`config.mk`:
```
export PLATFORM = sky130hd
export DESIGN_NAME = tagged_varint_decoder
export DESIGN_NICKNAME = d
export VERILOG_FILES = /design/src/rtl/tvd_pkg.sv /design/src/rtl/tvd_decode.sv /design/src/rtl/tagged_varint_decoder.sv
export SDC_FILE = /design/constraint.sdc
export NUM_CORES = 1
export LEC_CHECK = 0
export BUFFER_PORTS_ARGS = -buffer_cell sky130_fd_sc_hd__buf_2
export CAP_MARGIN = 20
export CORE_MARGIN = 2
export CORE_UTILIZATION = 55
export CTS_CLUSTER_SIZE = 40
export DETAILED_ROUTE_END_ITERATION = 12
export PLACE_DENSITY = 0.77
export SYNTH_ARGS = -nofsm -noshare
export SYNTH_HDL_FRONTEND = slang
export SYNTH_SLANG_ARGS = --single-unit
export TNS_END_PERCENT = 50
```
`constraint.sdc`:
```
create_clock -name i_clk -period 3.7 [get_ports i_clk]
set_input_delay 0.185 -clock i_clk [delete_from_list [all_inputs] [get_ports i_clk]]
set_output_delay 0.185 -clock i_clk [all_outputs]
set_load 0.01 [all_outputs]
```
`src/rtl/tvd_pkg.sv`:
```
// Shared types, codes and decode functions for the tagged varint decoder.
// Used by tvd_decode and tagged_varint_decoder; depends on nothing else.
`default_nettype none

package tvd_pkg;

    localparam int BYTE_W   = 8;
    localparam int VALUE_W  = 33;
    localparam int KIND_W   = 2;
    localparam int LENGTH_W = 3;
    localparam int GATH_W   = 24;
    localparam int OUT_W    = 40;

    localparam logic [2:0] FORM_C12   = 3'd0;
    localparam logic [2:0] FORM_C20   = 3'd1;
    localparam logic [2:0] FORM_C28   = 3'd2;
    localparam logic [2:0] FORM_REG4  = 3'd3;
    localparam logic [2:0] FORM_REG12 = 3'd4;
    localparam logic [2:0] FORM_ARG4  = 3'd5;
    localparam logic [2:0] FORM_LIT   = 3'd6;
    localparam logic [2:0] FORM_C12B  = 3'd7;

    localparam logic [1:0] KIND_CONST = 2'd0;
    localparam logic [1:0] KIND_REG   = 2'd1;
    localparam logic [1:0] KIND_ARG   = 2'd2;
    localparam logic [1:0] KIND_LIT   = 2'd3;

    localparam logic [VALUE_W-1:0] LIT_VALUE = 33'h0_8000_0000;

    typedef struct packed {
        logic [LENGTH_W-1:0]       length;
        logic [KIND_W-1:0]         kind;
        logic signed [VALUE_W-1:0] value;
    } t_result;

    function automatic logic [1:0] follow_count(input logic [2:0] form);
        logic [1:0] cnt;
        unique case (form)
            FORM_C12, FORM_REG12, FORM_C12B: cnt = 2'd1;
            FORM_C20:                        cnt = 2'd2;
            FORM_C28:                        cnt = 2'd3;
            default:                         cnt = 2'd0;
        endcase
        return cnt;
    endfunction

    function automatic t_result finish(input logic [2:0]        form,
                                       input logic [3:0]        nib,
                                       input logic [GATH_W-1:0] g);
        t_result res;
        unique case (form)
            FORM_C20: begin
                res.value  = {{13{nib[3]}}, nib, g[15:0]};
                res.kind   = KIND_CONST;
                res.length = 3'd3;
            end
            FORM_C28: begin
                res.value  = {{5{nib[3]}}, nib, g};
                res.kind   = KIND_CONST;
                res.length = 3'd4;
            end
            FORM_REG4: begin
                res.value  = {29'd0, nib};
                res.kind   = KIND_REG;
                res.length = 3'd1;
            end
            FORM_REG12: begin
                res.value  = {21'd0, nib, g[7:0]};
                res.kind   = KIND_REG;
                res.length = 3'd2;
            end
            FORM_ARG4: begin
                res.value  = {29'd0, nib};
                res.kind   = KIND_ARG;
                res.length = 3'd1;
            end
            FORM_LIT: begin
                res.value  = LIT_VALUE;
                res.kind   = KIND_LIT;
                res.length = 3'd1;
            end
            default: begin
                res.value  = {{21{nib[3]}}, nib, g[7:0]};
                res.kind   = KIND_CONST;
                res.length = 3'd2;
            end
        endcase
        return res;
    endfunction

endpackage

`default_nettype wire

```
`src/rtl/tvd_decode.sv`:
```
// Decode state (bytes left, form, tag nibble, gathered bytes) and the
// single-byte update that yields a result. Depends on tvd_pkg.
`default_nettype none

module tvd_decode (
    input  wire logic                        i_clk,
    input  wire logic                        i_rst_n,
    input  wire logic                        i_step,
    input  wire logic [tvd_pkg::BYTE_W-1:0]  i_byte,
    output logic                             o_res_valid,
    output tvd_pkg::t_result                 o_res
);

    logic [1:0]                   r_bytes_left, n_bytes_left;
    logic [2:0]                   r_form,       n_form;
    logic [3:0]                   r_nib,        n_nib;
    logic [tvd_pkg::GATH_W-1:0]   r_gath,       n_gath;
    logic [1:0]                   idx;

    always_comb begin
        n_bytes_left = r_bytes_left;
        n_form       = r_form;
        n_nib        = r_nib;
        n_gath       = r_gath;
        o_res_valid  = 1'b0;
        o_res        = tvd_pkg::finish(r_form, r_nib, r_gath);
        idx          = tvd_pkg::follow_count(r_form) - r_bytes_left;
        if (idx > 2'd2) begin
            idx = 2'd2;
        end
        if (r_bytes_left == 2'd0) begin
            if (!i_byte[7]) begin
                o_res_valid  = 1'b1;
                o_res.value  = {25'd0, i_byte};
                o_res.kind   = tvd_pkg::KIND_CONST;
                o_res.length = 3'd1;
            end else begin
                n_form       = i_byte[6:4];
                n_nib        = i_byte[3:0];
                n_gath       = '0;
                n_bytes_left = tvd_pkg::follow_count(i_byte[6:4]);
                if (n_bytes_left == 2'd0) begin
                    o_res_valid = 1'b1;
                    o_res       = tvd_pkg::finish(n_form, n_nib, n_gath);
                end
            end
        end else begin
            n_gath       = r_gath | (tvd_pkg::GATH_W'(i_byte) << {idx, 3'b000});
            n_bytes_left = r_bytes_left - 2'd1;
            if (n_bytes_left == 2'd0) begin
                o_res_valid = 1'b1;
                o_res       = tvd_pkg::finish(r_form, r_nib, n_gath);
            end
        end
    end

    always_ff @(posedge i_clk) begin
        if (!i_rst_n) begin
            r_bytes_left <= '0;
            r_form       <= '0;
            r_nib        <= '0;
            r_gath       <= '0;
        end else if (i_step) begin
            r_bytes_left <= n_bytes_left;
            r_form       <= n_form;
            r_nib        <= n_nib;
            r_gath       <= n_gath;
        end
    end

    a_count_down: assert property (@(posedge i_clk) disable iff (!i_rst_n)
        (i_step && r_bytes_left != 2'd0) |=> r_bytes_left == $past(r_bytes_left) - 2'd1)
        else $error("bytes left did not count down");

    a_done_on_result: assert property (@(posedge i_clk) disable iff (!i_rst_n)
        o_res_valid |-> n_bytes_left == 2'd0)
        else $error("result given with bytes still pending");

    a_lit_value: assert property (@(posedge i_clk) disable iff (!i_rst_n)
        (o_res_valid && o_res.kind == tvd_pkg::KIND_LIT) |->
            o_res.value == tvd_pkg::LIT_VALUE)
        else $error("special literal has wrong value");

    a_long_is_const: assert property (@(posedge i_clk) disable iff (!i_rst_n)
        (o_res_valid && (o_res.length == 3'd3 || o_res.length == 3'd4)) |->
            o_res.kind == tvd_pkg::KIND_CONST)
        else $error("long form is not a constant");

endmodule

`default_nettype wire

```
`src/rtl/tagged_varint_decoder.sv`:
```
// Top level of the tagged varint decoder: input register, decode stage and
// result register with stream handshakes. Depends on tvd_pkg and tvd_decode.
// Accepts one byte per cycle while the output is not stalled; the last byte of
// a number passes the input register, then its result the result register.
// Bytes that do not finish a number produce no output request.
`default_nettype none

module tagged_varint_decoder (
    input  wire logic                       i_clk,
    input  wire logic                       i_rst_n,
    input  wire logic                       i_s_axis_tvalid,
    output logic                            o_s_axis_tready,
    // [7:0] byte_in
    input  wire logic [tvd_pkg::BYTE_W-1:0] i_s_axis_tdata,
    output logic                            o_m_axis_tvalid,
    input  wire logic                       i_m_axis_tready,
    // [32:0] value, [34:33] kind, [37:35] length, [39:38] zero
    output logic [tvd_pkg::OUT_W-1:0]       o_m_axis_tdata
);

    logic                          r_in_valid;
    logic [tvd_pkg::BYTE_W-1:0]    r_in_byte;
    logic                          r_out_valid;
    tvd_pkg::t_result              r_out;
    logic                          out_ready;
    logic                          step;
    logic                          res_valid;
    tvd_pkg::t_result              res;

    assign out_ready       = !r_out_valid || i_m_axis_tready;
    assign step            = r_in_valid && out_ready;
    assign o_s_axis_tready = !r_in_valid || out_ready;

    tvd_decode u_decode (
        .i_clk       (i_clk),
        .i_rst_n     (i_rst_n),
        .i_step      (step),
        .i_byte      (r_in_byte),
        .o_res_valid (res_valid),
        .o_res       (res)
    );

    always_ff @(posedge i_clk) begin
        if (!i_rst_n) begin
            r_in_valid <= 1'b0;
        end else if (o_s_axis_tready) begin
            r_in_valid <= i_s_axis_tvalid;
        end
    end

    always_ff @(posedge i_clk) begin
        if (o_s_axis_tready && i_s_axis_tvalid) begin
            r_in_byte <= i_s_axis_tdata;
        end
    end

    always_ff @(posedge i_clk) begin
        if (!i_rst_n) begin
            r_out_valid <= 1'b0;
        end else if (out_ready) begin
            r_out_valid <= step && res_valid;
        end
    end

    always_ff @(posedge i_clk) begin
        if (step && res_valid) begin
            r_out <= res;
        end
    end

    assign o_m_axis_tvalid = r_out_valid;
    assign o_m_axis_tdata  = {2'b00, r_out};

    a_out_hold: assert property (@(posedge i_clk) disable iff (!i_rst_n)
        (r_out_valid && !i_m_axis_tready) |=> r_out_valid && $stable(r_out))
        else $error("pending result changed while stalled");

    a_step_needs_room: assert property (@(posedge i_clk) disable iff (!i_rst_n)
        step |-> out_ready)
        else $error("decode advanced with result register full");

    a_in_hold: assert property (@(posedge i_clk) disable iff (!i_rst_n)
        (r_in_valid && !out_ready) |=> r_in_valid && $stable(r_in_byte))
        else $error("input register lost a byte");

endmodule

`default_nettype wire
```
After elaboration in Yosys (flattened, before gate mapping)
Cells that the tools add are included.
{"block": "word_totals", "reg_bits": 81, "out_inout_bits": 42}
{"block": "op_classes", "n_addsub": 2, "order_cmp": 1, "n_eq_ne": 15, "shifts": 1, "n_mux": 20, "n_bitwise": 1, "reduce_logical": 16}
{"op": "$pmux 38 s6", "n": 3}
{"op": "$mux 38", "n": 4}
{"op": "$mux 24", "n": 2}
{"op": "$eq 3x3->1 const B", "n": 8}
{"op": "$or 24x24->24", "n": 1}
{"op": "$shl 8x5->24", "n": 1}
{"op": "$eq 3x2->1 const B", "n": 4}
{"op": "$pmux 2 s3", "n": 2}
{"op": "$mux 2", "n": 5}
{"op": "$eq 3x1->1 const B", "n": 2}
{"op": "$logic_not 2->1", "n": 3}
{"op": "$logic_not 3->1", "n": 2}
{"op": "$reduce_or 3->1", "n": 2}
{"op": "$mux 1", "n": 4}
{"op": "$logic_and 1x1->1", "n": 3}
{"op": "$reduce_and 3->1", "n": 1}
{"op": "$gt 2x2->1 const B", "n": 1}
{"op": "$logic_not 1->1", "n": 2}
{"op": "$logic_or 1x1->1", "n": 2}
{"op": "$ne 2x2->1 const B", "n": 1}
{"op": "$reduce_and 2->1", "n": 1}
{"op": "$sub 2x1->2 const B", "n": 1}
{"op": "$sub 2x2->2", "n": 1}

Logic depth before layout (Yosys ltp)
Gate-level depths: netlist of the first run.
{"block": "logic_depth", "word_depth": 11, "mapped_depth": 11, "depth_no_buf": 8}

By module
From an unflattened synthesis of the first run, not the netlist that was laid out.
{"block": "hier_totals", "cells_unflattened": 387, "area_unflattened_um2": 3992.6}
{"module": "tvd_decode", "n_inst": 1, "cells_per_inst": 325, "area_per_inst_um2": 2479.9}
{"module": "tagged_varint_decoder", "n_inst": 1, "cells_per_inst": 62, "area_per_inst_um2": 1512.7}

Worst setup path before layout of the first run
OpenSTA, ideal clock, no wires.
{"block": "synth_timing", "kind": "register to register", "from": "register r_in_byte[4] in the netlist's numbering", "to": "register r_out, in the netlist o_m_axis_tdata[0], enable pin", "setup_time_ns": 0.427, "arrival_time_ns": 2.444, "path_slack_ns": 0.829, "path_stages_with_launch": 6, "path_buffers": 1, "cell_sequence": "edfxtp_1 buf_6 xor2_1 a211o_1 o21ai_0 nor2_1"}
{"block": "synth_via", "elab_chain_cells": 10}
{"item": "start: declaration", "line_no": "tagged_varint_decoder.sv:22", "source": "logic [tvd_pkg::BYTE_W-1:0] r_in_byte;"}
{"item": "start signal: assignment", "line_no": "tagged_varint_decoder.sv:53", "source": "r_in_byte <= i_s_axis_tdata;"}
{"item": "$eq 3x3->1 / $logic_not 3->1 (equally long branches)", "line_no": "tvd_pkg.sv:38", "source": "unique case (form)"}
{"item": "$reduce_or 3->1", "line_no": "tvd_pkg.sv:38"}
{"item": "$pmux 2 s3 *", "line_no": "tvd_pkg.sv:38"}
{"item": "$mux 2 *", "line_no": "tvd_decode.sv:32", "source": "if (!i_byte[7]) begin"}
{"item": "$mux 2 *", "line_no": "tvd_decode.sv:31", "source": "if (r_bytes_left == 2'd0) begin"}
{"item": "$logic_not 2->1 *", "line_no": "tvd_decode.sv:42", "source": "if (n_bytes_left == 2'd0) begin"}
{"item": "$mux 1 *", "line_no": "tvd_decode.sv:42"}
{"item": "$mux 1 *", "line_no": "tvd_decode.sv:32"}
{"item": "$mux 1 *", "line_no": "tvd_decode.sv:31"}
{"item": "$logic_and 1x1->1 *", "line_no": "tagged_varint_decoder.sv:66", "source": "if (step && res_valid) begin"}
{"item": "end signal: assignment", "line_no": "tagged_varint_decoder.sv:67", "source": "r_out <= res;"}
{"item": "end: declaration", "line_no": "tagged_varint_decoder.sv:24", "source": "tvd_pkg::t_result r_out;"}
Mark *: on every way between the ends. The rest lies on a longest branch, timed or not. The select of a mux whose other input is x is not followed.
A chain may end at the register's enable or synchronous reset.

==> summary.txt, run 1 <==
Run
  • Max-Cap Viols: 0

Timing
  • Fin. Hold Viols: 0
  • Setup TNS Final: 0 ps
  • RSZ-0062 raised after global routing: false
  • Worst Skew: around 9 ps
  • Final setup violation count: 0
  • Final Cycle Share: 85.4%
  • Worst Tran Pin Value: approximately 700 ps
  • Final Critical Period: between 3000 and 4000 ps
  • Max_slew headroom: between 50% and 60%
  • Slew Viols, Final: 0
  • Fmax: between 300 and 400 MHz

Logic synthesis
  • Top post-synthesis cells by area: edfxtp_1 32%, dfxtp_1 18%, a22o_1 4.4%, a21oi_1 3.6%, nor2_1 3.5%
  • Mapped Cells: 395
  • Ys async rst share: 0%
  • Ys flop type: edfxtp_1
  • Syn avg cell area: 9.98 sq um
  • Post-Syn Area: between 3000 and 4000 sq um
  • YS warnings: 0
  • Sequential share of the synthesized area: around half
  • Unique masters post-synth: 60
  • Post-synthesis register bit count: 77
  • Post-synth top area cell: edfxtp_1
  • Top cell type's share of synthesized area: a little under a third
  • Post-synth EDFFs: 42

Place
  • Gpl congestion: 0.952
  • IO buf count: between 50 and 60
  • Dpl hpwl: just under 7000 um
  • Placed insts: ~510

Die
  • Placeable Area: a little under 7000 sq um
  • Starting Density: about 57%
  • Row Count: 30
  • I/O Pins: 54
  • Die X: slightly below 90 um
  • Die area: 7860 sq um
  • Chip height: just under 90 um

Clocking
  • Clock latency on the worst-skew pair: roughly 360 ps
  • Cts bufs inserted: 9
  • Post-CTS Setup Bufs: 0
  • TritonCTS clock tree: yes
  • Clock buffer depth: 2
  • Clock Sinks: just under 80
  • H-Tree Depth: 3
  • Clock-pin slew on the worst setup and hold paths: roughly 80 ps
  • Root Buffer: clkbuf_8

Critical path
  • WP data arrival: approximately 3300 ps
  • WS Path Type: flip-flop to flip-flop
  • Cell Chain, Critical Path: and2_1 -> xnor2_1 -> ha_1 -> nor3b_1 -> o22ai_1 -> nand2_1 -> a32o_1 -> o2bb2ai_1
  • Crit path from: u_decode.r_form[1]$_SDFFE_PN0P_
  • R2r setup slk: between 500 and 600 ps
  • CP Launch Type: flip-flop
  • R2R depth: 8
  • CP max stage cell: dfxtp_1
  • RR Endpoint: o_m_axis_tdata[1]$_DFFE_PP_
  • Req. time, crit path: 3810 ps
  • Worst path bufs/invs: 0
  • CP delay by family, top: flip-flops
  • Crit. End Element: flip-flop
  • Reg2reg start: u_decode.r_form[1]$_SDFFE_PN0P_
  • Worst-path fanout max: 20
  • Delay of the slowest critical-path stage: 790 ps

Global route
  • First-pass GRT wire length: approximately 16000 um
  • Largest net degree at the start of global routing: 30
  • Vias in the first global route: 3029
  • Overflow after GRT: 0
  • Antenna violations before repair: 0
  • GRT Total Usage: around 28%

Power
  • Flop pwr share: about half
  • Sw power: between 0.4 and 0.5 mW
  • Comb power frac: 11.2%
  • Power share of the clock group: between 30% and 40%
  • Int Power: 1.46 mW
  • Switching Share: between 20% and 30%
  • Max VDD drop: between 200 and 300 uV
  • Pwr dens: roughly 440 nW/um^2
  • P_leak: about 1.7 nW
  • Final Power: 1.96 mW

Min path
  • Hold endpoint: r_in_byte[0]$_DFFE_PP_
  • Hold depth: 1
  • HP Start: i_s_axis_tdata[0]
  • Worst hold path class: input port to flip-flop

Finish
  • Syn-to-layout area delta: 14.0%
  • Area occupied by multi-input gates: between 1500 and 2000 sq um
  • Ant diodes: 0
  • Final #Nets: 448
  • Reg area: between 1500 and 2000 sq um
  • Most frequent cells in the layout: 51 x buf_2, 42 x edfxtp_1, 36 x nor2_1
  • Non-filler cells, final: ~540
  • Ratio of cells with drive above 1 in the final layout: a little under a fifth
  • Fillers: 543
  • Commonest non-fill, non-tap cell in the layout: buf_2

Drt
  • Initial detailed-routing violation count: between 300 and 400
  • Routed wire length: 10300 um
  • DR WL/cell: between 15 and 20 um
  • Via Count: around 3300
  • Detailed-route vias per instance: around 6.2
  • Antenna Nets Post-Route: 0
  • Drc violations: 0
  • Initial DRT Pass Iterations: 5

Outcome
  • Status: complete, no violations
[state kept, by name, indices dropped and copies added (netlist names)]
name and cells:
r_in_valid 1, u_decode.r_nib 4, o_m_axis_tvalid 1, u_decode.r_bytes_left 2
u_decode.r_gath 24, o_m_axis_tdata 34, u_decode.r_form 3, r_in_byte 8
[logic make-up (layout without fill, tap and decap cells)]
group / after synthesis / after routing / synth area share (%)
simple gates: 126 / 126 / 16.5
flops: 77 / 77 / 49.8
mux: 8 / 8 / 2.13
fa+ha+maj: 1 / 1 / 0.317
xor+xnor: 8 / 8 / 2.70
other cells: 1 / 2 / 0.0951
compound gates: 134 / 134 / 23.4
buf+inv: 40 / 84 / 5.08
[worst register-to-register path, cell delays in order, from the launching register on]
cell	delay [ps]
dfxtp_1	790
and2_1	310
xnor2_1	170
ha_1	510
nor3b_1	100
o22ai_1	200
nand2_1	300
a32o_1	400
o2bb2ai_1	130
[final cells by class]
type                    count  area share, %
flip-flops and latches     77           43.7
multi-input cells         279           39.9
repair buffers             63           8.07
clock buffers              10           2.84
well taps                  96           2.67
clock inverters             6           2.48
inverters                   5          0.418
[routing by layer]
| metal | up-vias | share of wire (%) | track usage, % |
|---|---|---|---|
| li1 | 1547 | - | - |
| met1 | 1584 | 43 | 38.0 |
| met2 | 189 | 47 | 42.7 |
| met3 | 28 | 7.3 | 5.13 |
| met4 | 0 | 2.7 | 11.3 |
| met5 | - | 0 | 0 |
[cells in the mapped netlist (3+ instances only)]
cell       number
edfxtp_1       42
nor2_1         37
dfxtp_1        35
a21oi_1        28
nand2_1        28
o21ai_0        21
a22o_1         20
nor2b_1        14
clkbuf_1       13
buf_2          10
nand3_1        10
a31oi_1         9
o2bb2ai_1       9
buf_4           8
a21boi_0        7
mux2i_1         7
nand2b_1        6
o21a_1          6
and3_1          5
o221ai_1        5
o22ai_1         5
a22oi_1         4
nand4_1         4
a32o_1          3
and2_1          3
buf_1           3
inv_1           3
nor3_1          3
[stage by stage]
stage | area, sq um | setup slack [ps] | util, % | hold slack (ps)
final | 4490 | 540 | 65.4 | 19.9
after global routing | 4490 | 314 | 65.4 | 4.78
after CTS | 4490 | 590 | 65.4 | 0.0524
after detailed placement | 4190 | 607 | 60.9 | 363
after global placement | 4190 | 777 | 60.9 | 362
after floorplan | 3950 | 829 | - | 284
[repair_timing]
item | CTS | global route
hold buffers | 7 | 0
hold endpoints to repair | 7 | 0
resized for setup | 0 | 0
[how the worst max path moves through the flow]
stage	depth (start not counted)	slack [ps]	end
after global placement	8	780	o_m_axis_tdata[1]$_DFFE_PP_
after floorplan	5	830	o_m_axis_tdata[0]$_DFFE_PP_
after detailed placement	8	610	o_m_axis_tdata[1]$_DFFE_PP_
after global routing	8	310	o_m_axis_tdata[3]$_DFFE_PP_
final	8	540	o_m_axis_tdata[1]$_DFFE_PP_
after CTS	8	590	o_m_axis_tdata[1]$_DFFE_PP_
[power by group through the flow]
stage | Combinational (mW) | Sequential [mW] | Clock (mW)
after CTS | 0.216 | 0.973 | 0.768
after global placement | 0.204 | 0.991 | 0
after detailed placement | 0.209 | 0.993 | 0
after global routing | 0.238 | 0.978 | 0.806
after floorplan | 0.153 | 0.980 | 0
final | 0.219 | 0.974 | 0.762
(Power assumes the default switching activity.)
==> run 2: changes to the inputs <==
- clock period: 3.7 -> 4 ns (I/O delays scaled with it)
==> summary.txt, run 2 (same netlist as run 1, synthesis figures left out) <==
Outcome
  • Status: complete, no violations

Timing
  • RSZ-0062 raised after global routing: false
  • WHS: 12.2 ps
  • Fmax: 317 MHz
  • Max_slew headroom: between 40% and 50%
  • Worst Skew: between 8 and 9 ps
  • Setup TNS Final: 0 ps
  • Fin. Hold Viols: 0
  • Final Cycle Share: about four fifths
  • Worst Tran Pin Value: approximately 750 ps
  • Slew Viols, Final: 0
  • Final Critical Period: ~3200 ps
  • Final setup violation count: 0

Clocking
  • Clock buffer depth: 2
  • Cts bufs inserted: 9
  • Clock-pin slew on the worst setup and hold paths: about 80 ps
  • TritonCTS clock tree: yes
  • Root Buffer: clkbuf_8
  • H-Tree Depth: 3
  • Clock latency on the worst-skew pair: between 300 and 400 ps
  • CTS Hold Bufs: 4
  • Clock Sinks: 77
  • Post-CTS Setup Bufs: 0
  • CTS resizes: 0

Die
  • Die area: 7860 sq um
  • I/O Pins: 54
  • Chip height: approximately 89 um
  • Placeable Area: about 6900 sq um
  • Die X: roughly 89 um
  • Starting Density: 57.4%
  • Row Count: 30

Drt
  • Routed wire length: 10100 um
  • DR WL/cell: ~19 um
  • Via Count: around 3400
  • Initial detailed-routing violation count: around 390
  • Antenna Nets Post-Route: 0
  • Drc violations: 0
  • Initial DRT Pass Iterations: 7
  • Detailed-route vias per instance: roughly 6.3

Power
  • Switching Share: 25.6%
  • Flop pwr share: around half
  • Pwr dens: just under 400 nW/um^2
  • Power share of the clock group: 37.1%
  • P_leak: 1.69 nW
  • Comb power frac: a little under an eighth
  • Sw power: between 0.4 and 0.5 mW
  • Int Power: between 1 and 1.5 mW
  • Max VDD drop: ~240 uV

Global route
  • Vias in the first global route: ~3100
  • GRT Total Usage: roughly 27%
  • Antenna violations before repair: 0
  • Largest net degree at the start of global routing: 36
  • First-pass GRT wire length: between 15000 and 20000 um
  • Overflow after GRT: 0

Place
  • IO buf count: around 50
  • Dpl hpwl: around 6500 um
  • Gpl congestion: 0.939

Min path
  • Worst hold path class: input port to flip-flop

Critical path
  • WS Path Type: flip-flop to flip-flop
  • WP data arrival: around 3300 ps
  • CP Launch Type: flip-flop
  • Req. time, crit path: around 4100 ps
  • Worst-path fanout max: 20
  • Crit. End Element: flip-flop

Finish
  • Core Util, Final: between 60% and 70%
  • Ratio of cells with drive above 1 in the final layout: 18.9%
  • Commonest non-fill, non-tap cell in the layout: buf_2
  • Ant diodes: 0
  • Number of flip-flops in the largest register: 34
  • Final #Nets: between 400 and 500
  • Most frequent cells in the layout: 51 x buf_2, 42 x edfxtp_1, 36 x nor2_1
  • Syn-to-layout area delta: 13.2%
  • Fillers: around 570

Run
  • Max-Cap Viols: 0
==> run 2: final cells by class <==
type,instances,area [sq um],share of cell area (%)
Sequential cell,77,1960,43.9
Multi-Input combinational cell,279,1790,40.1
Timing Repair Buffer,61,355,7.96
Clock buffer,11,141,3.17
Tap cell,96,120,2.69
Clock inverter,5,75.1,1.68
Inverter,5,18.8,0.420
==> run 2: path summary, 6_finish.rpt <==
kind                                                      start                               to  slack [ps]  cells after the start
worst max-delay path            u_decode.r_form[1]$_SDFFE_PN0P_      o_m_axis_tdata[5]$_DFFE_PP_         850                      8
worst min-delay path                          i_s_axis_tdata[2]           r_in_byte[2]$_DFFE_PP_          10                      1
worst max register to register  u_decode.r_form[1]$_SDFFE_PN0P_      o_m_axis_tdata[5]$_DFFE_PP_         850                      8
worst min register to register  u_decode.r_gath[6]$_SDFFE_PN0P_  u_decode.r_gath[6]$_SDFFE_PN0P_         480                      2
==> run 2: power groups by stage <==
stage | combinational (mW) | sequential (mW) | clock [mW]
global placement | 0.188 | 0.917 | 0
floorplan | 0.141 | 0.906 | 0
CTS | 0.196 | 0.900 | 0.656
finish | 0.204 | 0.901 | 0.652
global route | 0.219 | 0.904 | 0.685
detailed placement | 0.192 | 0.918 | 0
==> run 2: worst max-delay path, stage by stage, from the launching register on <==
cell     delay, ps
dfxtp_1        800
and2_1         310
xnor2_1        180
ha_1           520
nor3b_1        100
o22ai_1        190
nand2_1        280
a31o_1         340
a22o_1         190
==> run 2: metal layers <==
layer | vias up | part of all wire [%] | wire length (um) | global-route usage (%)
met1 | 1579 | 42 | 4280 | 36.7
li1 | 1539 | - | - | -
met2 | 216 | 45 | 4600 | 41.2
met4 | 0 | 3.0 | 303 | 12.0
met3 | 33 | 9.4 | 949 | 5.97
met5 | - | 0 | 0 | 0
==> run 2: metrics by stage <==
step	cells	area, sq um	power [mW]	setup slack [ps]
after floorplan	396	3950	1.05	1130
after global placement	512	4180	1.10	1030
after detailed placement	512	4180	1.11	880
after CTS	532	4430	1.75	874
after global routing	534	4460	1.81	655
final	534	4460	1.76	850
